### src/design/pcat_pkg.sv
// ----------------------------------------------------------------------------
// pcat_pkg: shared types and constants for the point cloud transform
// Coordinate format, rotation matrix widths, mode and register codes, and the
// configuration bundle passed from the register bank to the datapath.
// ----------------------------------------------------------------------------
package pcat_pkg;

   // coordinate fraction bits (Q15.16 by default)
   localparam int COORD_FRAC_BITS = 16;
   localparam int COORD_W         = 32;
   localparam int QUAT_W          = 16;

   // rotation matrix: exact entries in Q.28, rounded to Q.ROT_FRAC
   localparam int ROT_FRAC  = 24;
   localparam int MAT_SHIFT = 28 - ROT_FRAC;
   localparam int PROD_W    = 2 * QUAT_W;
   localparam int MAT_RAW_W = PROD_W + 2;
   localparam int MAT_W     = MAT_RAW_W - MAT_SHIFT;

   // datapath widths
   localparam int DIFF_W = COORD_W + 1;
   localparam int ACC_W  = 64;
   localparam int SCL_W  = ACC_W - COORD_FRAC_BITS;
   localparam int ROT_W  = ACC_W - ROT_FRAC;
   localparam int RES_W  = ((SCL_W > ROT_W) ? SCL_W : ROT_W) + 1;

   localparam int PIPE_DEPTH = 6;

   localparam logic signed [ACC_W-1:0] ROT_HALF   = ACC_W'(64'sd1 <<< (ROT_FRAC - 1));
   localparam logic signed [ACC_W-1:0] SCALE_HALF =
      ACC_W'(64'sd1 <<< (COORD_FRAC_BITS - 1));

   localparam logic signed [COORD_W-1:0] COORD_MAX = 32'sh7fffffff;
   localparam logic signed [COORD_W-1:0] COORD_MIN = 32'sh80000000;

   localparam logic [31:0] SCALE_ONE    = 32'(1 << COORD_FRAC_BITS);
   localparam logic [31:0] QUAT_ID_WX   = 32'h4000_0000;

   typedef enum logic [1:0] {
      MODE_TRANSLATE = 2'd0,
      MODE_SCALE     = 2'd1,
      MODE_ROTATE    = 2'd2,
      MODE_PASS      = 2'd3
   } mode_type;

   typedef enum logic [2:0] {
      CSR_MODE     = 3'd0,
      CSR_ORIGIN_X = 3'd1,
      CSR_ORIGIN_Y = 3'd2,
      CSR_ORIGIN_Z = 3'd3,
      CSR_SCALE    = 3'd4,
      CSR_QUAT_WX  = 3'd5,
      CSR_QUAT_YZ  = 3'd6
   } csr_index_type;

   typedef struct packed {
      mode_type                   mode;
      logic signed [COORD_W-1:0]  origin_x;
      logic signed [COORD_W-1:0]  origin_y;
      logic signed [COORD_W-1:0]  origin_z;
      logic signed [COORD_W-1:0]  scale;
      logic [31:0]                quat_wx;
      logic [31:0]                quat_yz;
   } cfg_type;

   // round half up from Q.28 to Q.ROT_FRAC
   function automatic logic signed [MAT_W-1:0] mat_round(
         input logic signed [MAT_RAW_W-1:0] v);
      logic signed [MAT_RAW_W-1:0] t;
      t = v + MAT_RAW_W'(1 << (MAT_SHIFT - 1));
      return t[MAT_RAW_W-1:MAT_SHIFT];
   endfunction

endpackage

### src/design/pcat_csr.sv
// ----------------------------------------------------------------------------
// pcat_csr: configuration register bank
// Holds mode, origin, scale and quaternion; writes to unknown indexes drop.
// ----------------------------------------------------------------------------
module pcat_csr import pcat_pkg::*; (
   input  logic        clock,
   input  logic        reset,
   input  logic        csr_valid,
   input  logic [2:0]  csr_index,
   input  logic [31:0] csr_wdata,
   output cfg_type     cfg
);

   cfg_type cfg_ff;
   cfg_type cfg_in;

   always_comb begin
      cfg_in = cfg_ff;
      if (csr_valid) begin
         case (csr_index_type'(csr_index))
            CSR_MODE:     cfg_in.mode     = mode_type'(csr_wdata[1:0]);
            CSR_ORIGIN_X: cfg_in.origin_x = csr_wdata;
            CSR_ORIGIN_Y: cfg_in.origin_y = csr_wdata;
            CSR_ORIGIN_Z: cfg_in.origin_z = csr_wdata;
            CSR_SCALE:    cfg_in.scale    = csr_wdata;
            CSR_QUAT_WX:  cfg_in.quat_wx  = csr_wdata;
            CSR_QUAT_YZ:  cfg_in.quat_yz  = csr_wdata;
            default:      cfg_in = cfg_ff;
         endcase
      end
   end

   always_ff @(posedge clock) begin
      if (reset) begin
         cfg_ff.mode     <= MODE_TRANSLATE;
         cfg_ff.origin_x <= '0;
         cfg_ff.origin_y <= '0;
         cfg_ff.origin_z <= '0;
         cfg_ff.scale    <= SCALE_ONE;
         cfg_ff.quat_wx  <= QUAT_ID_WX;
         cfg_ff.quat_yz  <= '0;
      end else begin
         cfg_ff <= cfg_in;
      end
   end

   assign cfg = cfg_ff;

endmodule

### config.mk
export PLATFORM = sky130hd
export DESIGN_NAME = pcat_csr
export DESIGN_NICKNAME = d
export VERILOG_FILES = /design/src/design/pcat_pkg.sv /design/src/design/pcat_csr.sv
export SDC_FILE = /design/constraint.sdc
export NUM_CORES = 1
export LEC_CHECK = 0
export ABC_AREA = 1
export CORE_ASPECT_RATIO = 1.75
export CORE_MARGIN = 8
export CORE_UTILIZATION = 35
export CTS_CLUSTER_DIAMETER = 100
export CTS_CLUSTER_SIZE = 12
export DETAILED_ROUTE_END_ITERATION = 10
export DONT_BUFFER_PORTS = 1
export GPL_ROUTABILITY_DRIVEN = 0
export PLACE_DENSITY = 0.6
export SYNTH_ARGS = -nofsm -noshare
export SYNTH_HDL_FRONTEND = slang
export SYNTH_SLANG_ARGS = --single-unit
### constraint.sdc
create_clock -name clock -period 3.4 [get_ports clock]
set_clock_uncertainty 0.1 [all_clocks]
set_input_delay 0.34 -clock clock [delete_from_list [all_inputs] [get_ports clock]]
set_output_delay 0.34 -clock clock [all_outputs]
set_load 0.05 [all_outputs]
==> impl_summary.txt <==
----------------------------------------------------
[Cells and area]
  Leading cell type in the layout, fill and taps excluded ... sky130_fd_sc_hd__nor2_1
  Flip-flop count of the largest register, all copies and words added ... 194
  Most frequent cells in the layout ... sky130_fd_sc_hd__nor2_1, sky130_fd_sc_hd__nand2_1, sky130_fd_sc_hd__nand3_1, sky130_fd_sc_hd__dfxtp_1, sky130_fd_sc_hd__inv_1
  Total inserted antenna cells ... 0
  Number of nets in the finished design ... roughly 1100
  Proportion of layout cells with a drive suffix above 1 ... 0.0487
  Filler Cells Inserted ... 2296
  Area grow syn2layout ... 9.87%

[Timing]
  Time the final worst path needs with I/O delays and setup ... around 1.6 ns
  Hold Vio Cnt, Final ... 0
  Tightest hold margin ... ~0.13 ns
  Final number of setup-violating endpoints ... 0
  Setup repair after global routing missed its margin ... false
  Final Max Tran Viols ... 0
  Fin Setup TNS ... 0 ns
  Upper clock frequency limit ... ~0.63 GHz
  Worst rel slew slack ... 0.190
  Period utilization ... 0.470
  Slew at the pin closest to its max-slew limit ... between 1 and 1.5 ns

[Logic synthesis]
  Synthesized netlist net count ... about 1100
  Cells after Synth ... about 1100
  Main area contributors after synthesis ... sky130_fd_sc_hd__dfxtp_1, sky130_fd_sc_hd__nor2_1, sky130_fd_sc_hd__nand3_1
  Sequential-to-total area share from yosys stat ... 0.510
  Share of the synthesized area in the top cell type ... 0.510
  Flops & latches, synth ... roughly 190
  Distinct cells, synth ... 13
  Mean cell area of the mapped netlist ... between 6 and 7 µm²
  Top cell type by total area after synthesis ... sky130_fd_sc_hd__dfxtp_1
  Warnings from Yosys ... 0
  Mapped cell area ... between 0.007 and 0.008 mm²

[Power]
  Switch Pwr ... around 0.0015 W
  Clock share of power ... 0.392
  Internal power component ... 0.00355 W
  VDD IR-drop max ... 0.000246 V
  Switching Share ... 0.300
  Relative contribution of combinational cells to total power ... 0.076
  Pwr Density ... roughly 610 mW/mm²
  Static Leak ... roughly 3.5 nW
  Relative contribution of sequential cells to total power ... 0.532

[Clock tree]
  Setup repair bufs after CTS ... 0
  Clock-pin slew reported for the worst setup and hold paths after clock tree synthesis ... 0.07 ns
  Num CTS Buffers ... 17
  Clk_lat worst skew ... between 0.4 and 0.5 ns
  Clock Sink Count ... between 150 and 200
  Clock Tree Buf Depth ... 2
  CTS Hold Buffers Added ... 2
  Number of levels the H-tree was split into ... 4
  Cell chosen for the clock root ... sky130_fd_sc_hd__clkbuf_16
  Number of gates resized after CTS ... 0
  CTS tree ... yes

[Setup path]
  Setup Crit Path Kind ... reg2out
  WP data arrival ... between 1 and 1.5 ns
  Crit path max fanout ... 2
  Kind of capture point of the worst setup path ... output port
  CP required ... slightly below 3 ns
  Critical Path Start Type ... flop

[Drt]
  Vias per Instance ... 4.92
  DRC violation count after routing ... 0
  Detailed-route via count ... 6680
  Drt first-iter violations ... 422
  First-pass detailed-route iteration total ... 4
  Aggregate routed wire length ... 25400 µm
  Antenna viol nets, final ... 0
  Average wire per cell in the routed design ... around 19 µm

[Floorplanning]
  Vertical die dimension ... about 210 µm
  Number of placement rows ... 71
  I/O pins ... between 200 and 250
  Total die area ... approximately 0.027 mm²
  Die Width ... approximately 130 µm
  Initial Utilization ... 0.356
  Core area ... 0.0214 mm²

[Global route]
  Initial antenna violation count ... 0
  Final global-route overflow total ... 0
  Wire length of the first global-routing pass ... 38600 µm
  Maximum number of pins on one net before global-route repair ... 95
  Overall global routing resource usage ... 0.188
  Number of global-route vias before repair ... ~6200

[Run status]
  Outcome ... finished clean

[Placement]
  Port bufs ... 0
  HPWL Detailed ... roughly 18000 µm

[Worst hold path]
  Hold crit path type ... in2reg

[Flow run]
  Max Cap Viol ... 0

----------------------------------------------------
-- power groups by stage --
| stage | combinational (W) | sequential [W] | clock, W |
|---|---|---|---|
| detailed placement | 0.000389 | 0.00275 | 0 |
| floorplan | 0.000296 | 0.00272 | 0 |
| CTS | 0.000392 | 0.00270 | 0.00203 |
| global placement | 0.000385 | 0.00275 | 0 |
| global route | 0.000439 | 0.00271 | 0.00213 |
| finish | 0.000387 | 0.00270 | 0.00198 |
-- synth_stat cells, drive strengths merged --
| master | number |
|---|---|
| nor2 | 395 |
| inv | 38 |
| clkbuf | 18 |
| nand2 | 200 |
| nand3 | 194 |
| o21ai | 2 |
| clkinv | 1 |
| dfxtp | 194 |
| buf | 59 |
-- kinds of logic after synthesis --
group	Yosys count	share of synthesized area
AOI/OAI and AO/OA	2	0.00131
buffers and inverters	116	0.0663
DFF	194	0.510
and+or+nand+nor	789	0.423
-- layout make-up --
type                            instances  area [µm²]  area share
Tap cell                              292         365      0.0436
Multi-Input combinational cell        791        3280       0.392
Sequential cell                       194        3880       0.464
Inverter                               39         153      0.0182
Clock inverter                         11         128      0.0152
Timing Repair Buffer                   12         120      0.0143
Clock buffer                           20         437      0.0522
-- through the flow --
stage                     setup WS (ns)  total power (W)  area, µm²   util  std cells
after global placement             1.40          0.00314       7790  0.364       1326
after CTS                          1.76          0.00512       8370  0.391       1359
after detailed placement           1.40          0.00314       7790  0.364       1326
final                              1.80          0.00507       8370  0.391       1359
after global routing               1.69          0.00528       8370  0.391       1359
after floorplan                    2.08          0.00301       7620      -       1101
-- final timing paths --
path / slack [ns] / endpoint / cells after the start / start
max: 1.80 / cfg[80] / 0 / cfg[80]
min: 0.13 / cfg[176] / 4 / csr_wdata[16]
max reg2reg: 2.19 / cfg[80] / 2 / cfg[80]
min reg2reg: 0.62 / cfg[104] / 2 / cfg[104]
-- metal layers --
| layer | GRT usage | part of all wire |
|---|---|---|
| met1 | 0.190 | 0.35 |
| met2 | 0.338 | 0.53 |
| met3 | 0.0693 | 0.088 |
| met4 | 0.0845 | 0.032 |
| met5 | 0 | 0 |
-- worst register-to-register path, stage by stage (launching register included) --
cell,delay [ns]
sky130_fd_sc_hd__dfxtp_1,0.72
sky130_fd_sc_hd__o21ai_0,0.23
sky130_fd_sc_hd__nand3_1,0.11
Power figures use the tool's default switching activity.
